--- config.mk ---
export PLATFORM = sky130hd
export DESIGN_NAME = dynamic_priority_scheduler
export DESIGN_NICKNAME = d
export VERILOG_FILES = /design/src/hw/rtl/dps_pkg.sv /design/src/hw/rtl/dps_table.sv /design/src/hw/rtl/dps_core.sv /design/src/hw/rtl/dynamic_priority_scheduler.sv
export VERILOG_INCLUDE_DIRS = /design/src /design/src/hw/rtl
export SDC_FILE = /design/constraint.sdc
export NUM_CORES = 1
export LEC_CHECK = 0
export BUFFER_PORTS_ARGS = -buffer_cell sky130_fd_sc_hd__buf_2
export CAP_MARGIN = 20
export CORE_MARGIN = 4
export CORE_UTILIZATION = 46
export DETAILED_ROUTE_END_ITERATION = 8
export PLACE_DENSITY = 0.62
export SLEW_MARGIN = 10
export SYNTH_ARGS = -nofsm -noshare
export SYNTH_HDL_FRONTEND = slang
export SYNTH_HIERARCHICAL = 1
export SYNTH_SLANG_ARGS = --single-unit
export TNS_END_PERCENT = 1
--- constraint.sdc ---
create_clock -name clk -period 6.31 [get_ports clk]
set_input_delay 1.5775 -clock clk [delete_from_list [all_inputs] [get_ports clk]]
set_output_delay 1.5775 -clock clk [all_outputs]
set_load 0.005 [all_outputs]
--- src/hw/rtl/dynamic_priority_scheduler_defines.svh ---
// Assertion macros shared by the scheduler RTL
`ifndef DYNAMIC_PRIORITY_SCHEDULER_DEFINES_SVH
`define DYNAMIC_PRIORITY_SCHEDULER_DEFINES_SVH

// same-cycle implication, sampled on clk, off while rst_n is low
`define DPS_ASSERT_NOW(lbl, ante, cons, msg) \
  lbl: assert property (@(posedge clk) disable iff (!rst_n) (ante) |-> (cons)) \
    else $error(msg);

// next-cycle implication, sampled on clk, off while rst_n is low
`define DPS_ASSERT_NEXT(lbl, ante, cons, msg) \
  lbl: assert property (@(posedge clk) disable iff (!rst_n) (ante) |=> (cons)) \
    else $error(msg);

`endif

--- src/hw/rtl/dps_pkg.sv ---
// Types, constants and codes of the dynamic priority scheduler
`default_nettype none
package dps_pkg;

  localparam int MAX_PROCS = 16;
  localparam int IDX_W     = (MAX_PROCS > 1) ? $clog2(MAX_PROCS) : 1;
  localparam int CNT_W     = $clog2(MAX_PROCS + 1);
  localparam int ORD_W     = 16;
  localparam int QC_W      = 7;

  typedef enum logic {
    OP_ADD = 1'b0,
    OP_RUN = 1'b1
  } op_e;

  typedef enum logic [2:0] {
    ST_ADDED    = 3'd0,
    ST_REQUEUED = 3'd1,
    ST_FINISHED = 3'd2,
    ST_EMPTY    = 3'd3,
    ST_FULL     = 3'd4,
    ST_BAD_NEED = 3'd5
  } status_e;

  typedef enum logic [3:0] {
    S_IDLE,
    S_ADD,
    S_SCAN,
    S_HEAD,
    S_REN_SCAN,
    S_REN_WR,
    S_COMMIT,
    S_DONE
  } state_t;

  typedef struct packed {
    op_e        op;
    logic [7:0] proc_id;
    logic [7:0] priority_req;
    logic [7:0] need_time;
  } item_t;

  typedef struct packed {
    logic [7:0] id;
    logic [7:0] prio;
    logic [7:0] need;
    logic [7:0] used;
  } entry_t;

  typedef struct packed {
    logic             rd_en;
    logic [IDX_W-1:0] rd_addr;
    logic             pay_we;
    logic             ord_we;
    logic [IDX_W-1:0] wr_addr;
    entry_t           wr_pay;
    logic [ORD_W-1:0] wr_ord;
  } tbl_req_t;

  typedef struct packed {
    status_e         status;
    logic [7:0]      run_id;
    logic [7:0]      run_priority;
    logic [7:0]      slices_used;
    logic [QC_W-1:0] queue_count;
  } result_t;

endpackage
`default_nettype wire

--- src/hw/rtl/dps_table.sv ---
// Ready table storage: entry payload memory and age stamp memory
`default_nettype none
module dps_table (
  input  wire logic                    clk,
  input  wire dps_pkg::tbl_req_t       req,
  output dps_pkg::entry_t              rd_pay,
  output logic [dps_pkg::ORD_W-1:0]    rd_ord
);
  import dps_pkg::*;

  entry_t           pay_mem [MAX_PROCS];
  logic [ORD_W-1:0] ord_mem [MAX_PROCS];

  always_ff @(posedge clk) begin
    if (req.pay_we) begin
      pay_mem[req.wr_addr] <= req.wr_pay;
    end
    if (req.ord_we) begin
      ord_mem[req.wr_addr] <= req.wr_ord;
    end
  end

  always_ff @(posedge clk) begin
    if (req.rd_en) begin
      rd_pay <= pay_mem[req.rd_addr];
      rd_ord <= ord_mem[req.rd_addr];
    end
  end

endmodule
`default_nettype wire

--- src/hw/rtl/dps_core.sv ---
// Scheduler sequencer: table scan, head pick, stamp renumbering, write-back
`default_nettype none
module dps_core (
  input  wire logic                  clk,
  input  wire logic                  rst_n,
  input  wire logic                  in_valid,
  output logic                       in_ready,
  input  wire dps_pkg::item_t        in_item,
  output logic                       res_valid,
  input  wire logic                  res_ready,
  output dps_pkg::result_t           res,
  output dps_pkg::tbl_req_t          tbl_req,
  input  wire dps_pkg::entry_t       tbl_pay,
  input  wire logic [dps_pkg::ORD_W-1:0] tbl_ord
);
  import dps_pkg::*;

  state_t           state_r, state_nxt;
  item_t            item_r;
  logic [MAX_PROCS-1:0] valid_r, done_r;
  logic [CNT_W-1:0] live_r, rank_r, iss_r;
  logic [ORD_W-1:0] ctr_r;
  logic             rd_vld_r;
  logic [IDX_W-1:0] rd_idx_r;
  logic             found_r;
  logic [IDX_W-1:0] best_idx_r, slot_r;
  entry_t           best_r;
  logic [ORD_W-1:0] best_ord_r;
  status_e          st_r;
  logic [7:0]       rid_r, rpri_r, rused_r;

  logic             free_found;
  logic [IDX_W-1:0] free_idx;
  logic             full, wrap, bad_need;
  logic             scanning, ren_mode, issue, scan_end, scan_start;
  logic             cand, better;
  logic [7:0]       used_inc, prio_dec;
  logic             fin;

  always_comb begin
    free_found = 1'b0;
    free_idx   = '0;
    for (int i = MAX_PROCS - 1; i >= 0; i--) begin
      if (!valid_r[i]) begin
        free_found = 1'b1;
        free_idx   = IDX_W'(i);
      end
    end
  end

  assign full       = !free_found;
  assign wrap       = (ctr_r == {ORD_W{1'b1}});
  assign bad_need   = (item_r.need_time == 8'd0);
  assign scanning   = (state_r == S_SCAN) || (state_r == S_REN_SCAN);
  assign ren_mode   = (state_r == S_REN_SCAN);
  assign issue      = scanning && (iss_r != CNT_W'(MAX_PROCS));
  assign scan_end   = scanning && (iss_r == CNT_W'(MAX_PROCS)) && rd_vld_r;
  assign scan_start = ((state_nxt == S_SCAN) && (state_r != S_SCAN)) ||
                      ((state_nxt == S_REN_SCAN) && (state_r != S_REN_SCAN));
  assign cand       = ren_mode ? !done_r[rd_idx_r] : valid_r[rd_idx_r];
  assign better     = !found_r ||
                      (ren_mode ? (tbl_ord < best_ord_r) :
                       ((tbl_pay.prio > best_r.prio) ||
                        ((tbl_pay.prio == best_r.prio) && (tbl_ord < best_ord_r))));
  assign used_inc   = best_r.used + 8'd1;
  assign prio_dec   = (best_r.prio == 8'd0) ? 8'd0 : best_r.prio - 8'd1;
  assign fin        = (used_inc == best_r.need);

  // next state
  always_comb begin
    state_nxt = state_r;
    unique case (state_r)
      S_IDLE: begin
        if (in_valid) begin
          state_nxt = (in_item.op == OP_ADD) ? S_ADD : S_SCAN;
        end
      end
      S_ADD: begin
        if (bad_need || full) begin
          state_nxt = S_DONE;
        end else if (wrap) begin
          state_nxt = S_REN_SCAN;
        end else begin
          state_nxt = S_COMMIT;
        end
      end
      S_SCAN: begin
        if (scan_end) begin
          state_nxt = S_HEAD;
        end
      end
      S_HEAD: begin
        if (!found_r || fin) begin
          state_nxt = S_DONE;
        end else if (wrap) begin
          state_nxt = S_REN_SCAN;
        end else begin
          state_nxt = S_COMMIT;
        end
      end
      S_REN_SCAN: begin
        if (scan_end) begin
          state_nxt = S_REN_WR;
        end
      end
      S_REN_WR: begin
        state_nxt = found_r ? S_REN_SCAN : S_COMMIT;
      end
      S_COMMIT: begin
        state_nxt = S_DONE;
      end
      S_DONE: begin
        if (res_ready) begin
          state_nxt = S_IDLE;
        end
      end
      default: begin
        state_nxt = S_IDLE;
      end
    endcase
  end

  // outputs and table port
  always_comb begin
    in_ready        = 1'b0;
    res_valid       = 1'b0;
    tbl_req         = '0;
    tbl_req.rd_en   = issue;
    tbl_req.rd_addr = iss_r[IDX_W-1:0];
    tbl_req.wr_addr = best_idx_r;
    tbl_req.wr_pay  = '{id: best_r.id, prio: prio_dec, need: best_r.need, used: used_inc};
    tbl_req.wr_ord  = ORD_W'(rank_r);
    unique case (state_r)
      S_IDLE: begin
        in_ready = 1'b1;
      end
      S_HEAD: begin
        tbl_req.pay_we = found_r && !fin;
      end
      S_REN_WR: begin
        tbl_req.ord_we = found_r;
      end
      S_COMMIT: begin
        tbl_req.wr_addr = slot_r;
        tbl_req.wr_ord  = ctr_r;
        tbl_req.ord_we  = 1'b1;
        tbl_req.pay_we  = (item_r.op == OP_ADD);
        tbl_req.wr_pay  = '{id: item_r.proc_id, prio: item_r.priority_req,
                            need: item_r.need_time, used: 8'd0};
      end
      S_DONE: begin
        res_valid = 1'b1;
      end
      default: begin
        in_ready = 1'b0;
      end
    endcase
  end

  assign res = '{status: st_r, run_id: rid_r, run_priority: rpri_r,
                 slices_used: rused_r, queue_count: QC_W'(live_r)};

  always_ff @(posedge clk) begin
    if (!rst_n) begin
      state_r  <= S_IDLE;
      valid_r  <= '0;
      live_r   <= '0;
      ctr_r    <= '0;
      rd_vld_r <= 1'b0;
      found_r  <= 1'b0;
    end else begin
      state_r <= state_nxt;

      if (state_r == S_IDLE && in_valid) begin
        item_r <= in_item;
      end

      // scan pipeline: issue one read a cycle, compare the returning entry
      if (scan_start) begin
        iss_r    <= '0;
        rd_vld_r <= 1'b0;
        found_r  <= 1'b0;
      end else if (scanning) begin
        if (issue) begin
          iss_r <= iss_r + CNT_W'(1);
        end
        rd_vld_r <= issue;
        rd_idx_r <= iss_r[IDX_W-1:0];
        if (rd_vld_r && cand && better) begin
          found_r    <= 1'b1;
          best_idx_r <= rd_idx_r;
          best_r     <= tbl_pay;
          best_ord_r <= tbl_ord;
        end
      end

      // renumber setup: rank only the live entries that keep their stamps
      if ((state_nxt == S_REN_SCAN) && (state_r == S_ADD || state_r == S_HEAD)) begin
        rank_r <= '0;
        for (int i = 0; i < MAX_PROCS; i++) begin
          done_r[i] <= !valid_r[i] || ((state_r == S_HEAD) && (best_idx_r == IDX_W'(i)));
        end
      end

      unique case (state_r)
        S_ADD: begin
          rid_r   <= item_r.proc_id;
          rpri_r  <= item_r.priority_req;
          rused_r <= 8'd0;
          slot_r  <= free_idx;
          if (bad_need) begin
            st_r <= ST_BAD_NEED;
          end else if (full) begin
            st_r <= ST_FULL;
          end else begin
            st_r <= ST_ADDED;
          end
        end
        S_HEAD: begin
          slot_r <= best_idx_r;
          if (!found_r) begin
            st_r    <= ST_EMPTY;
            rid_r   <= 8'd0;
            rpri_r  <= 8'd0;
            rused_r <= 8'd0;
          end else begin
            rid_r   <= best_r.id;
            rpri_r  <= best_r.prio;
            rused_r <= used_inc;
            if (fin) begin
              st_r                <= ST_FINISHED;
              valid_r[best_idx_r] <= 1'b0;
              live_r              <= live_r - CNT_W'(1);
            end else begin
              st_r <= ST_REQUEUED;
            end
          end
        end
        S_REN_WR: begin
          if (found_r) begin
            done_r[best_idx_r] <= 1'b1;
            rank_r             <= rank_r + CNT_W'(1);
          end else begin
            ctr_r <= ORD_W'(rank_r);
          end
        end
        S_COMMIT: begin
          ctr_r <= ctr_r + ORD_W'(1);
          if (item_r.op == OP_ADD) begin
            valid_r[slot_r] <= 1'b1;
            live_r          <= live_r + CNT_W'(1);
          end
        end
        default: begin
        end
      endcase
    end
  end

endmodule
`default_nettype wire

--- src/hw/rtl/dynamic_priority_scheduler.sv ---
// Dynamic priority scheduler top level: stream ports, output register, checks
//
// Input channel in_*: one item is an add (in_tuser = 0) or a run request
// (in_tuser = 1). Add carries proc_id, priority_req and need_time in in_tdata.
// Result channel out_*: exactly one item per input item, in order, with the
// status code in out_tuser and run_id, run_priority, slices_used, queue_count
// in out_tdata.
// Timing: one item is worked on at a time. An add passes S_ADD, then S_COMMIT
// unless it is refused, then S_DONE, from which the result goes to the output
// register. A run reads every table entry through the registered memory port.
// The next item is taken in the cycle after the result leaves the core.
// When the age stamp counter reaches its all-ones value the live entries are
// renumbered by repeated table scans before that item completes.
// The result sits in an output register: the next item is accepted while it
// waits, and a stalled receiver holds the block only when a second result is
// ready. Reset (rst_n low, synchronous) empties the table and clears the
// stamp counter; no clearing pass is needed.
`default_nettype none
`include "dynamic_priority_scheduler_defines.svh"
module dynamic_priority_scheduler (
  input  wire logic        clk,
  input  wire logic        rst_n,
  input  wire logic        in_tvalid,
  output logic             in_tready,
  input  wire logic [23:0] in_tdata,   // proc_id, priority_req, need_time
  input  wire logic [0:0]  in_tuser,   // op
  output logic             out_tvalid,
  input  wire logic        out_tready,
  output logic [31:0]      out_tdata,  // run_id, run_priority, slices_used, queue_count
  output logic [2:0]       out_tuser   // status
);
  import dps_pkg::*;

  item_t    in_item;
  result_t  res;
  logic     res_valid, res_ready;
  tbl_req_t tbl_req;
  entry_t   tbl_pay;
  logic [ORD_W-1:0] tbl_ord;

  logic        out_tvalid_r;
  logic [31:0] out_tdata_r;
  logic [2:0]  out_tuser_r;

  assign in_item = '{op: op_e'(in_tuser[0]), proc_id: in_tdata[7:0],
                     priority_req: in_tdata[15:8], need_time: in_tdata[23:16]};

  dps_core u_core (
    .clk       (clk),
    .rst_n     (rst_n),
    .in_valid  (in_tvalid),
    .in_ready  (in_tready),
    .in_item   (in_item),
    .res_valid (res_valid),
    .res_ready (res_ready),
    .res       (res),
    .tbl_req   (tbl_req),
    .tbl_pay   (tbl_pay),
    .tbl_ord   (tbl_ord)
  );

  dps_table u_table (
    .clk    (clk),
    .req    (tbl_req),
    .rd_pay (tbl_pay),
    .rd_ord (tbl_ord)
  );

  assign res_ready = !out_tvalid_r || out_tready;

  always_ff @(posedge clk) begin
    if (!rst_n) begin
      out_tvalid_r <= 1'b0;
    end else begin
      if (res_valid && res_ready) begin
        out_tvalid_r <= 1'b1;
        out_tdata_r  <= {1'b0, res.queue_count, res.slices_used,
                         res.run_priority, res.run_id};
        out_tuser_r  <= res.status;
      end else if (out_tready) begin
        out_tvalid_r <= 1'b0;
      end
    end
  end

  assign out_tvalid = out_tvalid_r;
  assign out_tdata  = out_tdata_r;
  assign out_tuser  = out_tuser_r;

  `DPS_ASSERT_NEXT(a_res_registered, res_valid && res_ready, out_tvalid, "result lost at output register")
  `DPS_ASSERT_NEXT(a_busy_after_accept, in_tvalid && in_tready, !in_tready, "second item taken while busy")
  `DPS_ASSERT_NOW(a_full_count, out_tvalid && (out_tuser == ST_FULL), out_tdata[30:24] == QC_W'(MAX_PROCS), "full reported on a table that is not full")
  `DPS_ASSERT_NOW(a_count_range, out_tvalid, out_tdata[30:24] <= QC_W'(MAX_PROCS), "queue count above table size")

endmodule
`default_nettype wire

==> metrics.md <==
| Metric | Value |
|---|---|
| R2R Path End | `u_table/pay_mem[1][18]` |
| Clk root buf | `clkbuf_16` |
| Hold Path Depth | `0` |
| Vias | `21500` |
| Static leakage | `14.6 nW` |
| Max Cap Viol | `0` |
| Cell count after synthesis | `2258` |
| Flops & latches, synth | `1032` |
| Routed WL | `96.5 mm` |
| CTS tree | `done` |
| Final #Nets | `2433` |
| Routed Antenna Nets | `0` |
| CP required | `6.60 ns` |
| RR Startpoint | `u_core/state_r[1]` |
| DRC viols | `0` |
| Netlist cell types | `71` |
| Die Ht | `306 um` |
| Number of hold violations in the final report | `0` |
| First-pass DRT Iterations | `5` |
| Grt ovf | `0` |
| Final period util | `62.5%` |
| Initial antenna violation count | `0` |
| Final setup fails | `0` |
| Largest net degree at the start of global routing | `120` |
| Global Route Usage Sum | `20.7%` |
| Cell Area, Synth | `0.0409 mm^2` |
| Maximum clock path buffer count | `3` |
| Top cell type's share of synthesized area | `72.5%` |
| Post-synth top area cell | `edfxtp_1` |
| Layout cells sized above 1 | `21.7%` |
| Global placer's final weighted congestion | `0.838` |
| H-tree levels | `3` |
| Area Growth Syn to Fin | `13.2%` |
| Peak supply drop | `0.249 mV` |
| Status | `complete, no violations` |
| Antenna cells | `0` |
| Max Clk Rate | `0.254 GHz` |
| Iter 0 DRT Violations | `2181` |
| HP Start | `u_core/rpri_r[2]` |
| Num rows | `109` |
| Core area | `0.0882 mm^2` |
| FF+latch area | `0.0305 mm^2` |
| Total CTS buffers | `106` |
| Multi-input logic area | `0.00974 mm^2` |
| Initial core utilization | `46.4%` |
| Min Tclk post-route | `3.94 ns` |
| CTS resizes | `0` |
| Post-CTS Hold Buffers | `0` |
| Number of global-route vias before repair | `21500` |
| FILL cells | `6886` |
| Setup crit start kind | `flip-flop` |
| Worst Max-Slew Pin Slew | `1.09 ns` |
| Worst Setup End Kind | `flip-flop` |
| Fin Setup TNS | `0 ns` |
| Unrepaired setup endpoints after global routing | `no` |
| Primary FF master, synth | `edfxtp_1` |
| Final Util | `52.5%` |
| Port bufs | `64` |
| Die area | `0.0938 mm^2` |
| Number of synthesized flops with an enable pin | `988` |
| Clock latency on the worst-skew pair | `0.68 ns` |
| FF-to-FF path depth | `7` |
| Hpwl dp | `60.5 mm` |
| Routed len/inst | `26.7 um` |
| Async set or reset register ratio after synthesis | `0%` |
| Critical path class | `flip-flop to flip-flop` |
| CTS Sinks | `1032` |
| Slew Viols, Final | `0` |
| Worst reg-to-reg setup slack | `2.37 ns` |
| Clock-pin slew on the worst setup and hold paths | `0.06 ns` |
| CP max FO | `65` |
| Yosys warns | `6` |
| Via density | `5.94` |
| Total power per unit cell area | `298 mW/mm^2` |
| First-pass GRT wire length | `144 mm` |
| Clk_skew | `0.0506 ns` |
| Hold Crit Class | `flip-flop to flip-flop` |
| Main area contributors after synthesis | `edfxtp_1, mux4_2, dfxtp_1` |
| Die width | `306 um` |
| Syn avg cell area | `18.1 um^2` |
| I/O pin total | `66` |
| Sequential element share of the synthesized area | `74.7%` |
| Setup Buffers After CTS | `0` |
| Worst hold slack | `0.411 ns` |
| Slew margin rel. | `27.2%` |
| WHS Endpoint | `out_tdata[10]` |
| Arrival @ worst endpoint | `4.23 ns` |
[report_power, final]
| part | internal (mW) | switching, mW | leakage, nW |
|---|---|---|---|
| Combinational | 0.0908 | 0.139 | 4.03 |
| Clock | 3.58 | 2.55 | 1.65 |
| Sequential | 7.44 | 0.0206 | 8.95 |
[synth_stat cells (6+ instances only)]
cell type / n
edfxtp_1: 988
nand2_1: 216
mux4_2: 202
nor2_1: 117
a22oi_1: 97
nand3_1: 61
clkbuf_1: 59
o21ai_0: 58
dfxtp_1: 44
a21oi_1: 39
inv_1: 36
ha_1: 32
buf_4: 28
a31oi_1: 21
buf_1: 20
and2_1: 19
nor2b_1: 18
buf_2: 15
nand4_1: 13
and3_1: 12
o211ai_1: 12
nand2b_1: 10
nor3_1: 10
a21o_1: 9
o211ai_2: 9
xnor2_1: 9
xor2_1: 9
mux2i_1: 7
nor4_1: 7
nand3b_1: 6
[cell usage in the layout (no fill, tap or decap), drive strengths merged, types with 4 or more instances in the layout]
master	Yosys	layout
a21oi	39	39
bufinv	0	12
xor2	9	9
dfxtp	44	44
a22oi	97	97
mux4	202	202
xnor2	10	10
and2	19	19
a31oi	21	21
conb	2	4
mux2i	7	7
nor3	10	10
o211ai	21	21
edfxtp	988	988
and3	14	14
a21o	9	9
a21boi	4	4
nor3b	5	5
nor2	118	118
o21ai	63	63
nand2b	11	11
buf	67	131
nor2b	18	18
nand3b	6	6
clkbuf	61	135
ha	32	32
o31ai	4	4
nand3	61	61
inv	38	42
nand4	13	13
clkinv	0	40
o21a	4	4
or3	5	5
nand2	217	217
nor4	7	7
[worst max-delay path: stages, from the launching register on]
cell and delay, ns:
dfxtp_1 0.59, nand2b_1 0.17, nor3_2 0.20, buf_4 0.65
nand2b_1 0.24, nand2_1 0.21, or3b_2 0.59, nor2_4 0.86
[logic make-up (layout without fill, tap and decap cells)]
logic type	count (synthesis)	after routing	synth area share (%)
muxes	209	209	11.3
buffers and inverters	166	362	1.95
DFF	1032	1032	74.7
AOI/OAI and AO/OA	277	277	4.60
adders and majority gates	33	33	1.03
and+or+nand+nor	517	517	5.82
xor gates and xnor gates	22	22	0.612
other	2	4	0.0184
[metrics by stage]
stage	instance area (um^2)	setup slack [ns]	cells	power [mW]
after global placement	42600	2.41	3410	7.83
after detailed placement	42800	2.30	3420	7.84
final	46300	2.37	3621	13.8
after floorplan	40900	0.103	2260	7.75
after global routing	46300	2.10	3621	14.3
after CTS	46200	2.28	3613	13.9
[how the worst max path moves through the flow]
stage | from | end | slack (ns) | depth (start not counted)
CTS | u_core/state_r[1] | u_table/pay_mem[2][19] | 2.28 | 7
global placement | u_core/state_r[1] | u_table/pay_mem[2][28] | 2.41 | 7
floorplan | rst_n | u_core/best_idx_r[0] | 0.10 | 4
finish | u_core/state_r[1] | u_table/pay_mem[1][18] | 2.37 | 7
detailed placement | u_core/state_r[1] | u_table/pay_mem[2][28] | 2.30 | 7
global route | u_core/state_r[1] | u_table/pay_mem[1][19] | 2.10 | 7
[cell type report]
type | instances | area share (%)
sequential | 1032 | 65.9
multi-input combinational | 1062 | 21.0
clock buffer | 135 | 5.96
tap | 1165 | 3.15
timing repair buffer | 131 | 2.25
clock inverter | 58 | 1.35
inverter | 38 | 0.308
[routing by layer]
metal  share of wire (%)  vias to the layer above  routed length [um]  track usage, %
met3                 7.8                      143                7540            3.62
met1                  42                    11200               40400            30.0
li1                    -                     9231                   -               -
met2                  47                      931               45800            32.4
met5                   0                        -                   0               0
met4                 2.9                        0                2750            6.56
[flip-flops by register name, summed over array words and instances, names as in the netlist, 5 cells and up]
register and flops:
u_table/rd_pay 32, u_table/ord_mem 256, u_core/live_r 5, u_table/pay_mem 512, u_core/rid_r 8, u_core/rank_r 5, u_core/rused_r 8, u_core/best_ord_r 16
out_tdata 31, u_core/item_r 25, u_core/iss_r 5, u_table/rd_ord 16, u_core/rpri_r 8, u_core/best_r 32, u_core/valid_r 16, u_core/ctr_r 16
u_core/done_r 16
No activity file was read; power rests on OpenSTA's default activity.
